## src/rtl/pso_pkg.sv

```systemverilog
// Package for the pulse oscillator: fixed-point formats, register indexes and
// phase, ramp and reciprocal constants. No dependencies.
package pso_pkg;

  // Fixed-point formats
  localparam int unsigned PhaseFracBits = 24;
  localparam int unsigned OutFracBits   = 15;
  localparam int unsigned PhaseW        = PhaseFracBits + 3;
  localparam int unsigned FreqW         = 24;
  localparam int unsigned SampleW       = 16;
  localparam int unsigned DutyW         = 10;
  localparam int unsigned DutyShift     = PhaseFracBits - DutyW;
  localparam int unsigned OutShift      = PhaseFracBits - OutFracBits;

  // Configuration register indexes
  localparam int unsigned CfgIdxW = 1;
  typedef enum logic [CfgIdxW-1:0] {
    CfgRateSelect = 1'b0,
    CfgDuty       = 1'b1
  } cfg_idx_e;

  localparam logic [DutyW-1:0] DutyMin   = 10'd51;
  localparam logic [DutyW-1:0] DutyMax   = 10'd973;
  localparam logic [DutyW-1:0] DutyReset = 10'd512;

  // Phase constants: one cycle is 1.0, the edge ramps are 0.01 wide
  localparam longint unsigned OneVal  = 64'd1 << PhaseFracBits;
  localparam longint unsigned EdgeVal = (OneVal + 64'd50) / 64'd100;
  localparam logic signed [PhaseW-1:0] PhaseOne  = PhaseW'(OneVal);
  localparam logic signed [PhaseW-1:0] PhaseEdge = PhaseW'(EdgeVal);

  // Ramp offset width: holds any value below the edge
  localparam int unsigned RampW     = $clog2(EdgeVal + 64'd1);
  localparam int unsigned SlopeW    = 8;
  localparam logic [SlopeW-1:0] RampSlope = 8'd140;
  localparam int unsigned RampProdW = RampW + SlopeW;
  // Signed working width for ramp values before saturation
  localparam int unsigned WaveW     = RampProdW - OutShift + 2;

  // Amplitude 0.7 in the output format
  localparam longint unsigned AmpVal = ((64'd7 << OutFracBits) + 64'd5) / 64'd10;
  localparam logic signed [SampleW-1:0] Amp = SampleW'(AmpVal);

  // Reciprocals round(2^48/rate); product split into low and high partial products
  localparam int unsigned RecipW    = 33;
  localparam int unsigned RecipLoW  = 17;
  localparam int unsigned RecipHiW  = RecipW - RecipLoW;
  localparam logic [RecipW-1:0] Recip44k = 33'd6382652533;
  localparam logic [RecipW-1:0] Recip48k = 33'd5864062015;
  localparam int unsigned IncShift  = 56 - PhaseFracBits;
  localparam int unsigned ProdW     = FreqW + RecipW;
  localparam int unsigned PpLoW     = FreqW + RecipLoW;
  localparam int unsigned PpHiW     = FreqW + RecipHiW;
  localparam int unsigned IncMagW   = PhaseFracBits;

endpackage

```

## src/rtl/pso_if.sv

```systemverilog
// Valid/ready channel interfaces for the pulse oscillator's input and result
// streams. Depends on pso_pkg.
interface pso_in_if import pso_pkg::*; ();
  logic                    valid;
  logic                    ready;
  logic                    action;
  logic signed [FreqW-1:0] freq;

  modport source (output valid, action, freq, input ready);
  modport sink   (input valid, action, freq, output ready);
endinterface

interface pso_out_if import pso_pkg::*; ();
  logic                      valid;
  logic                      ready;
  logic signed [SampleW-1:0] sample;
  logic                      cycle_restart;

  modport source (output valid, sample, cycle_restart, input ready);
  modport sink   (input valid, sample, cycle_restart, output ready);
endinterface

```

## src/rtl/pwm_square_oscillator.sv

```systemverilog
// Pulse oscillator with a signed phase accumulator and edge-ramped output.
// Depends on pso_pkg and the channel interfaces in pso_if.sv.
//
// The block takes one transaction per clock unless a stalled result has filled
// the pipeline. Each returns its sample after the input register, two stages that
// form the phase increment from freq times a rate reciprocal as two partial
// products, then the phase accumulator stage, which closes its loop and loads the
// result register. A sync transaction zeroes the phase and produces no result.
// Stages hold on a stalled result only where they are occupied, so bubbles close
// up and input stays open while a result waits until the pipeline fills. Write
// configuration only when the pipeline is empty; a duty write clears the phase.
module pwm_square_oscillator import pso_pkg::*; (
  input  logic               clk_i,
  input  logic               rst_ni,
  input  logic               cfg_we_i,
  input  logic [CfgIdxW-1:0] cfg_idx_i,
  input  logic [DutyW-1:0]   cfg_wdata_i,
  pso_in_if.sink             in_i,
  pso_out_if.source          out_o
);

  // Configuration
  logic             rate_sel_q;
  logic [DutyW-1:0] duty_q;
  logic [DutyW-1:0] duty_d;
  logic             duty_we;

  // Pipeline
  logic                       s1_v_q, s1_sync_q;
  logic signed [FreqW-1:0]    s1_freq_q;
  logic                       s2_v_q, s2_sync_q, s2_neg_q;
  logic [PpLoW-1:0]           s2_pp_lo_q;
  logic [PpHiW-1:0]           s2_pp_hi_q;
  logic                       s3_v_q, s3_sync_q;
  logic signed [IncMagW:0]    s3_inc_q;
  logic                       out_v_q;
  logic signed [SampleW-1:0]  sample_q;
  logic                       restart_q;
  logic signed [PhaseW-1:0]   phase_q;

  logic s1_en, s2_en, s3_en, out_en;

  // Stage 2 / 3 combinational
  logic                  s1_neg;
  logic [FreqW-1:0]      s1_mag;
  logic [RecipW-1:0]     recip;
  logic [PpLoW-1:0]      pp_lo_d;
  logic [PpHiW-1:0]      pp_hi_d;
  logic [ProdW-1:0]      prod_sum;
  logic [IncMagW-1:0]    inc_mag;
  logic signed [IncMagW:0] inc_d;

  // Phase stage combinational
  logic                      wrap;
  logic signed [PhaseW-1:0]  p_fold;
  logic signed [PhaseW-1:0]  dpos;
  logic signed [PhaseW-1:0]  p_off;
  logic                      in_rise, in_high, in_fall;
  logic [RampW-1:0]          ramp_t;
  logic [RampProdW-1:0]      ramp_prod;
  logic signed [WaveW-1:0]   ramp_scaled;
  logic signed [WaveW-1:0]   wave_raw;
  logic signed [SampleW-1:0] sample_d;

  // ---------------------------------------------------------------------------
  // Configuration registers

  always_comb begin
    duty_d = cfg_wdata_i;
    if (cfg_wdata_i < DutyMin) begin
      duty_d = DutyMin;
    end else if (cfg_wdata_i > DutyMax) begin
      duty_d = DutyMax;
    end
  end

  assign duty_we = cfg_we_i && (cfg_idx_i == CfgDuty);

  always_ff @(posedge clk_i or negedge rst_ni) begin
    if (!rst_ni) begin
      rate_sel_q <= 1'b0;
      duty_q     <= DutyReset;
    end else if (cfg_we_i) begin
      case (cfg_idx_e'(cfg_idx_i))
        CfgRateSelect: rate_sel_q <= cfg_wdata_i[0];
        CfgDuty:       duty_q     <= duty_d;
        default: ;
      endcase
    end
  end

  // ---------------------------------------------------------------------------
  // Flow control: a stage advances when empty or when its successor advances; a sync in stage 3 always advances

  assign out_en     = !out_v_q || out_o.ready;
  assign s3_en      = !s3_v_q || s3_sync_q || out_en;
  assign s2_en      = !s2_v_q || s3_en;
  assign s1_en      = !s1_v_q || s2_en;
  assign in_i.ready = s1_en;

  // ---------------------------------------------------------------------------
  // Stage 1: input register

  always_ff @(posedge clk_i or negedge rst_ni) begin
    if (!rst_ni) begin
      s1_v_q <= 1'b0;
    end else if (s1_en) begin
      s1_v_q <= in_i.valid;
    end
  end

  always_ff @(posedge clk_i) begin
    if (s1_en && in_i.valid) begin
      s1_sync_q <= in_i.action;
      s1_freq_q <= in_i.freq;
    end
  end

  // ---------------------------------------------------------------------------
  // Stage 2: magnitude times reciprocal, as two partial products

  assign s1_neg  = s1_freq_q[FreqW-1];
  assign s1_mag  = s1_neg ? (~s1_freq_q + FreqW'(1)) : s1_freq_q;
  assign recip   = rate_sel_q ? Recip48k : Recip44k;
  assign pp_lo_d = PpLoW'(s1_mag) * PpLoW'(recip[RecipLoW-1:0]);
  assign pp_hi_d = PpHiW'(s1_mag) * PpHiW'(recip[RecipW-1:RecipLoW]);

  always_ff @(posedge clk_i or negedge rst_ni) begin
    if (!rst_ni) begin
      s2_v_q <= 1'b0;
    end else if (s2_en) begin
      s2_v_q <= s1_v_q;
    end
  end

  always_ff @(posedge clk_i) begin
    if (s2_en && s1_v_q) begin
      s2_sync_q  <= s1_sync_q;
      s2_neg_q   <= s1_neg;
      s2_pp_lo_q <= pp_lo_d;
      s2_pp_hi_q <= pp_hi_d;
    end
  end

  // ---------------------------------------------------------------------------
  // Stage 3: combine partial products, round and apply the sign

  assign prod_sum = {s2_pp_hi_q, {RecipLoW{1'b0}}} + ProdW'(s2_pp_lo_q)
                  + (ProdW'(1) << (IncShift - 1));
  assign inc_mag  = prod_sum[IncShift +: IncMagW];
  assign inc_d    = s2_neg_q ? -$signed({1'b0, inc_mag}) : $signed({1'b0, inc_mag});

  always_ff @(posedge clk_i or negedge rst_ni) begin
    if (!rst_ni) begin
      s3_v_q <= 1'b0;
    end else if (s3_en) begin
      s3_v_q <= s2_v_q;
    end
  end

  always_ff @(posedge clk_i) begin
    if (s3_en && s2_v_q) begin
      s3_sync_q <= s2_sync_q;
      s3_inc_q  <= inc_d;
    end
  end

  // ---------------------------------------------------------------------------
  // Stage 4: fold phase, shape waveform, advance phase

  always_comb begin
    wrap   = 1'b0;
    p_fold = phase_q;
    if (phase_q > PhaseOne) begin
      p_fold = phase_q - PhaseOne;
      wrap   = 1'b1;
    end else if (phase_q < 0) begin
      p_fold = phase_q + PhaseOne;
    end
  end

  assign dpos    = $signed(PhaseW'({duty_q, {DutyShift{1'b0}}}));
  assign p_off   = p_fold - dpos;
  assign in_rise = p_fold < PhaseEdge;
  assign in_high = p_fold < dpos;
  assign in_fall = p_fold < (dpos + PhaseEdge);

  // Rising ramp treats a still-negative phase as zero
  always_comb begin
    if (in_rise) begin
      ramp_t = (p_fold > 0) ? p_fold[RampW-1:0] : '0;
    end else begin
      ramp_t = p_off[RampW-1:0];
    end
  end

  assign ramp_prod   = RampProdW'(ramp_t) * RampProdW'(RampSlope);
  assign ramp_scaled = $signed(WaveW'(ramp_prod >> OutShift));

  always_comb begin
    wave_raw = -WaveW'(Amp);
    if (in_rise) begin
      wave_raw = -WaveW'(Amp) + ramp_scaled;
    end else if (in_high) begin
      wave_raw = WaveW'(Amp);
    end else if (in_fall) begin
      wave_raw = WaveW'(Amp) - ramp_scaled;
    end
    // saturate to +-0.7
    if (wave_raw > WaveW'(Amp)) begin
      sample_d = Amp;
    end else if (wave_raw < -WaveW'(Amp)) begin
      sample_d = -Amp;
    end else begin
      sample_d = SampleW'(wave_raw);
    end
  end

  always_ff @(posedge clk_i or negedge rst_ni) begin
    if (!rst_ni) begin
      phase_q <= '0;
    end else if (duty_we) begin
      phase_q <= '0;
    end else if (s3_v_q && s3_en) begin
      if (s3_sync_q) begin
        phase_q <= '0;
      end else begin
        // wrap in the accumulator width
        phase_q <= p_fold + PhaseW'(s3_inc_q);
      end
    end
  end

  // Result register
  always_ff @(posedge clk_i or negedge rst_ni) begin
    if (!rst_ni) begin
      out_v_q <= 1'b0;
    end else if (out_en) begin
      out_v_q <= s3_v_q && !s3_sync_q;
    end
  end

  always_ff @(posedge clk_i) begin
    if (out_en && s3_v_q && !s3_sync_q) begin
      sample_q  <= sample_d;
      restart_q <= wrap;
    end
  end

  assign out_o.valid         = out_v_q;
  assign out_o.sample        = sample_q;
  assign out_o.cycle_restart = restart_q;

  // ---------------------------------------------------------------------------
  // Assertions

  a_sample_range: assert property (@(posedge clk_i) disable iff (!rst_ni)
    out_o.valid |-> (out_o.sample <= Amp) && (out_o.sample >= -Amp))
    else $error("sample outside +-0.7");

  a_duty_range: assert property (@(posedge clk_i) disable iff (!rst_ni)
    (duty_q >= DutyMin) && (duty_q <= DutyMax))
    else $error("duty register out of clamp range");

  a_empty_accepts: assert property (@(posedge clk_i) disable iff (!rst_ni)
    !s1_v_q |-> in_i.ready)
    else $error("empty input stage refuses a transaction");

  a_sync_no_result: assert property (@(posedge clk_i) disable iff (!rst_ni)
    (s3_v_q && s3_sync_q && out_en && !duty_we) |=> (phase_q == '0))
    else $error("sync did not clear the phase");

endmodule

```

## src/flat_wrapper.sv

```systemverilog
// flat-port wrapper written by rule: the top's interface ports become plain ports
module pwm_square_oscillator_flat import pso_pkg::*;
  (clk_i, rst_ni, cfg_we_i, cfg_idx_i, cfg_wdata_i, in_i_valid, in_i_action, in_i_freq, in_i_ready, out_o_valid, out_o_sample, out_o_cycle_restart, out_o_ready);
  pso_in_if in_i_i ();
  pso_out_if out_o_i ();
  input  logic clk_i;
  input  logic rst_ni;
  input  logic cfg_we_i;
  input  logic [CfgIdxW-1:0] cfg_idx_i;
  input  logic [DutyW-1:0] cfg_wdata_i;
  input wire logic [$bits(in_i_i.valid)-1:0] in_i_valid;
  input wire logic [$bits(in_i_i.action)-1:0] in_i_action;
  input wire logic [$bits(in_i_i.freq)-1:0] in_i_freq;
  output wire logic [$bits(in_i_i.ready)-1:0] in_i_ready;
  output wire logic [$bits(out_o_i.valid)-1:0] out_o_valid;
  output wire logic [$bits(out_o_i.sample)-1:0] out_o_sample;
  output wire logic [$bits(out_o_i.cycle_restart)-1:0] out_o_cycle_restart;
  input wire logic [$bits(out_o_i.ready)-1:0] out_o_ready;
  assign in_i_i.valid = in_i_valid;
  assign in_i_i.action = in_i_action;
  assign in_i_i.freq = in_i_freq;
  assign in_i_ready = in_i_i.ready;
  assign out_o_valid = out_o_i.valid;
  assign out_o_sample = out_o_i.sample;
  assign out_o_cycle_restart = out_o_i.cycle_restart;
  assign out_o_i.ready = out_o_ready;
  pwm_square_oscillator u_core (.clk_i(clk_i), .rst_ni(rst_ni), .cfg_we_i(cfg_we_i), .cfg_idx_i(cfg_idx_i), .cfg_wdata_i(cfg_wdata_i), .in_i(in_i_i), .out_o(out_o_i));
endmodule
```

## config.mk

```make
export PLATFORM = sky130hd
export DESIGN_NAME = pwm_square_oscillator_flat
export DESIGN_NICKNAME = d
export VERILOG_FILES = /design/src/rtl/pso_pkg.sv /design/src/rtl/pso_if.sv /design/src/rtl/pwm_square_oscillator.sv /design/src/flat_wrapper.sv
export SDC_FILE = /design/constraint.sdc
export NUM_CORES = 2
export LEC_CHECK = 0
export BUFFER_PORTS_ARGS = -buffer_cell sky130_fd_sc_hd__buf_4
export CAP_MARGIN = 15
export CORE_UTILIZATION = 40
export DETAILED_ROUTE_END_ITERATION = 8
export PLACE_DENSITY = 0.57
export SLEW_MARGIN = 20
export SYNTH_ARGS = -nofsm -noshare
export SYNTH_HDL_FRONTEND = slang
export SYNTH_SLANG_ARGS = --single-unit
```

## constraint.sdc

```tcl
create_clock -name clk_i -period 8.7 [get_ports clk_i]
set_input_delay 0.87 -clock clk_i [delete_from_list [all_inputs] [get_ports clk_i]]
set_output_delay 0.87 -clock clk_i [all_outputs]
set_load 0.1 [all_outputs]
```

After elaboration in Yosys (flattened, before gate mapping). Index checks and enable logic that the tools add are counted.

Register bits after elaboration: 192. Latch bits: 0. Memory bits (writable): 0. Memory bits (read-only): 0. Bits of input ports: 41. Output and inout port bits: 19. Memories kept: 0.

Add/subtract/negate cells: 11. $mul: 3. Divide/modulo/power cells: 0. $lt $le $gt $ge: 10. Equality and inequality tests: 0. Shift-type cells: 0. Muxes and demuxes: 17. Bitwise logic cells: 2. Reductions and logical operators: 22.

Operator list (number): $mux W27 (5); $mux W19 (3); $add A56 B32 Y56 const B (1); $add A56 B41 Y56 (1); $mux W24 (2); $mul A24 B17 Y41 (1); $mul A24 B16 Y39 (1); $mux W18 (2); $mux W30 (1); $add A27 B25 Y27 (1); $add A27 B26 Y27 const B (1); $gt A27 B1 Y1 const B (1); $gt A27 B26 Y1 const B (1); $lt A27 B1 Y1 const B (1); $lt A27 B19 Y1 const B (1); $lt A27 B25 Y1 (1); $lt A27 B26 Y1 (1); $sub A27 B26 Y27 const B (1); $add A24 B18 Y25 const B (1); $neg A24 Y25 (1); $add A24 B2 Y24 const B (1); $mul A18 B6 Y24 const B (1); $not A24 Y24 (1); $mux W10 (2); other kinds (16) (32).

Longest topological paths before layout.
Depth in word-level cells: 13. Depth in mapped cells: 34. Mapped depth without buffers: 33.

Least setup slack after synthesis. OpenSTA, ideal clock, no wires.

Kind: register -> register. Start: reg u_core.s1_freq_q[0]. End: reg u_core.s2_pp_lo_q[40] (data pin). Setup time: 259 ps. Arrival: 8773 ps. Data required time: 8441 ps. Slack: -332 ps. Stages on the path, launching flop included: 29. Period minus slack after synthesis: 9032 ps. Cell sequence: edfxtp_1 inv_1 nand2_1 or4_1 or2_2 or3_1 or2_2 o41ai_1 xor2_1 inv_1 nand2_1 inv_1 fa_1 fa_1 fa_1 inv_1 fa_1 fa_1 fa_1 inv_1 ha_1 nand3_1 nor3_1 o2111ai_1 a211oi_1 nor3_1 nor3_1 nor2_1 a211o_1.

Cells in the longest elaborated chain, start to end: 4.

RTL lines: start: declaration (line pwm_square_oscillator.sv:30) `logic signed [FreqW-1:0] s1_freq_q;`; start signal: assignment (line pwm_square_oscillator.sv:115) `s1_freq_q <= in_i.freq;`; $not A24 Y24 (line pwm_square_oscillator.sv:123) `assign s1_mag = s1_neg ? (~s1_freq_q + FreqW'(1)) : s1_freq_q;`; $add A24 B2 Y24 (line pwm_square_oscillator.sv:123); $mux W24 (*) (line pwm_square_oscillator.sv:123); $mul A24 B17 Y41 (*) (line pwm_square_oscillator.sv:125) `assign pp_lo_d = PpLoW'(s1_mag) * PpLoW'(recip[RecipLoW-1:0]);`; net u_core.pp_lo_d[40] (line pwm_square_oscillator.sv:47) `logic [PpLoW-1:0] pp_lo_d;`; end signal: assignment (line pwm_square_oscillator.sv:140) `s2_pp_lo_q <= pp_lo_d;`; end: declaration (line pwm_square_oscillator.sv:32) `logic [PpLoW-1:0] s2_pp_lo_q;`.

The timed path passes the listed nets; every way through them passes the cells marked *. A chain may end at the register's enable or synchronous reset.

Worst setup path after layout.
Start: reg u_core.s1_freq_q[6]. End: reg u_core.s2_pp_hi_q[38] (data pin).

Cells in the longest elaborated chain, start to end: 4.

RTL lines: $not A24 Y24 (line pwm_square_oscillator.sv:123); $add A24 B2 Y24 (line pwm_square_oscillator.sv:123); $mux W24 (*) (line pwm_square_oscillator.sv:123); $mul A24 B16 Y39 (*) (line pwm_square_oscillator.sv:126) `assign pp_hi_d = PpHiW'(s1_mag) * PpHiW'(recip[RecipW-1:RecipLoW]);`; net u_core.pp_hi_d[38] (line pwm_square_oscillator.sv:48) `logic [PpHiW-1:0] pp_hi_d;`; end signal: assignment (line pwm_square_oscillator.sv:141) `s2_pp_hi_q <= pp_hi_d;`; end: declaration (line pwm_square_oscillator.sv:33) `logic [PpHiW-1:0] s2_pp_hi_q;`.

Marks and branches as above.

==> results.json <==
{
  "die_y_um": 283.5,
  "worstSetupPathType": "reg -> reg",
  "setup_viol_count_final": 0,
  "finalHoldViolations": 0,
  "critical_path.max_fanout": 6,
  "hold_class": "in -> async",
  "slew_viol_final": 0,
  "io_buffer_count": 59,
  "wl_met3_mm": 5.120,
  "initial_core_util_pct": 40.64,
  "cts_buffers": 17,
  "r2r_cells": 29,
  "ys_seq_area_share_pct": 15.92,
  "track_usage_pct": 21.20,
  "clkTransAtPathRegs_ns": 0.10,
  "final.setup.worst_slack_ns": 0.2075,
  "wl_per_cell_um": 18.59,
  "cts_root_buf": "clkbuf_16",
  "drt-initial-drc-count": 1116,
  "finClkSkew_ns": 0.02945,
  "fmax_mhz": 117.8,
  "vias_per_cell": 5.089,
  "top_layer": "met4",
  "status": "complete, no violations",
  "holdBufCountCts": 0,
  "pre_cts_slack_ns": -0.1656,
  "clock-sinks": 175,
  "worst_pin_slew_ns": 1.095,
  "max_slew_margin_pct": 25.09,
  "die_w_um": 283.5,
  "grt_remaining_overflow": 0,
  "ys_warn_count": 0,
  "htreeDepth": 4,
  "rsz0062_at_grt": "yes",
  "clkLatencyLatePin_ns": 0.52,
  "grt_antenna_before_repair": 0,
  "syn-num-nets": 4157,
  "synth_most_common_cell": "inv_1",
  "die_area_um2": 80350,
  "critPathSlowestCell": "or4_4",
  "fillCellCount": 7454,
  "area_growth_pct": 12.56,
  "fin_crit_ns": 8.492,
  "grt_first_pass_wirelength_mm": 130.5,
  "diodes": 0,
  "ys_async_sr_fraction_pct": 24.00,
  "grt_max_degree": 66,
  "yosys.area.top_type": "fa_1",
  "cp-start-kind": "register",
  "crit_top_cell": "fa_1",
  "crit_required_ns": 8.94,
  "crit_arrival_ns": 8.73,
  "synth_edf_count": 133,
  "syn_area_per_cell_um2": 10.03,
  "cts_buffer_depth": 2,
  "core_um2": 77980,
  "synth_ff_type": "edfxtp_1",
  "synth_cell_types": 96,
  "dr_wl_met2_mm": 37.61,
  "cpPeakStageDelay_ns": 0.57,
  "place.gp.congestion": 0.9209,
  "synth-seq-cells": 175,
  "wl_met1_mm": 37.50,
  "tritoncts": "built",
  "ios": 60,
  "syn_area_um2": 31690,
  "grt_pass1_vias": 23240,
  "wirelength_mm": 82.30,
  "finalCritPeriodShare_pct": 97.61,
  "dpl.hpwl_mm": 71.37,
  "syn_inst": 3161,
  "ant_nets": 0,
  "num_rows": 102,
  "synth_top_cells_by_area": "fa_1 30%, ha_1 19%, edfxtp_1 13%, inv_1 7.9%, dfrtp_1 3.2%",
  "vias": 22530,
  "route.detailed.drc": 0,
  "yosysTopAreaCellShare_pct": 30.39,
  "tns_ns": 0,
  "drtPass1Iterations": 5,
  "nets": 4370,
  "netlist_top_cells_count": "669 x inv_1, 481 x fa_1, 474 x ha_1, 166 x nand2_1, 133 x edfxtp_1",
  "cap_violations": 0,
  "crit_path_end_kind": "register",
  "drive_above_1_share_pct": 11.90
}
per-layer routing:
metal,GRT usage (%),vias to the layer above
met2,34.01,487
met1,28.44,10990
met4,5.676,0
met5,0,-
met3,5.273,95
li1,-,10960
per-stage QoR:
stage	hold WS, ns	cell area (µm²)	cells	util [%]
2_1_floorplan	0.4003	31740	3161	-
3_3_place_gp	0.4684	34680	4385	44.47
3_5_place_dp	0.4758	34680	4385	44.47
4_1_cts	0.3687	35300	4417	45.27
5_1_grt	0.3942	35670	4427	45.74
6_report	0.3666	35670	4427	45.74
final cells by class:
type                       count  area [µm²]  share of cell area (%)
timing repair buffer         260        1959                   5.493
multi-input combinational   2251       24250                   67.98
clock buffer                  18       429.2                   1.203
inverter                     669        2511                   7.040
sequential                   175        5046                   14.15
clock inverter                14       173.9                  0.4876
tap                         1040        1301                   3.648
flip-flops by register name (all words and copies together) (netlist names), 10 cells and up:
register and count:
u_core.s2_pp_hi_q 39, u_core.phase_q 27, u_core.s3_inc_q 25, u_core.s1_freq_q 24, u_core.s2_pp_lo_q 24, u_core.out_o.sample 16
u_core.duty_q 10
worst max-delay path: cells and delay by family (launching register included):
family | cells | cell delay [ns]
xor+xnor | 2 | 0.32
compound gates | 10 | 2.15
simple gates | 5 | 1.51
flops | 1 | 0.41
buf+inv | 5 | 0.58
fa+ha+maj | 7 | 3.24
cell families (layout without fill, tap and decap cells):
group                      count (synthesis)  count (layout)  synth area share (%)
AOI/OAI and AO/OA                        535             535                 11.84
xor gates and xnor gates                 164             164                 4.556
DFF                                      175             175                 15.92
muxes                                     19              19                0.6120
other                                      2               2               0.02370
adders and majority gates                955             955                 49.10
and+or+nand+nor                          576             576                 9.208
buffers and inverters                    735             961                 8.734
placed cells by master, fill, tap and decap left out, types with 19 or more instances in the layout:
cell      count
o31ai_1      21
nor3_1       45
edfxtp_1    133
nand2b_1     26
inv_1       663
dfrtp_1      41
nor2b_1      21
and2_1       40
a31oi_1      19
and3_1       26
xnor2_1      95
nor2_1      105
ha_1        465
o21a_1       34
xor2_1       59
nand3_1      40
a21o_1       48
o21ai_0      98
fa_1        478
a21oi_1     101
buf_4       258
nand2_1     163
a211oi_1     23
path summary, 6_finish.rpt:
check / slack, ns / start / end
worst max register to register: 0.21 / u_core.s1_freq_q[6] / u_core.s2_pp_hi_q[38]
max in group asynchronous: 7.94 / rst_ni / u_core.duty_q[9]
worst min register to register: 0.48 / u_core.s1_sync_q / u_core.s2_sync_q
worst max-delay path: 0.21 / u_core.s1_freq_q[6] / u_core.s2_pp_hi_q[38]
worst min-delay path: 0.37 / rst_ni / u_core.phase_q[17]
min in group clk_i: 0.48 / u_core.s1_sync_q / u_core.s2_sync_q
timing repair:
item | CTS | global route
resized for setup | 4 | 58
pin swaps | 0 | 18
setup endpoints to repair | 4 | 16
cloned | 0 | 0
setup buffers | 0 | 10
Power is left out: the tool's default activity adds up to more than one toggle a clock period on the data nets, which glitch-free logic cannot reach.
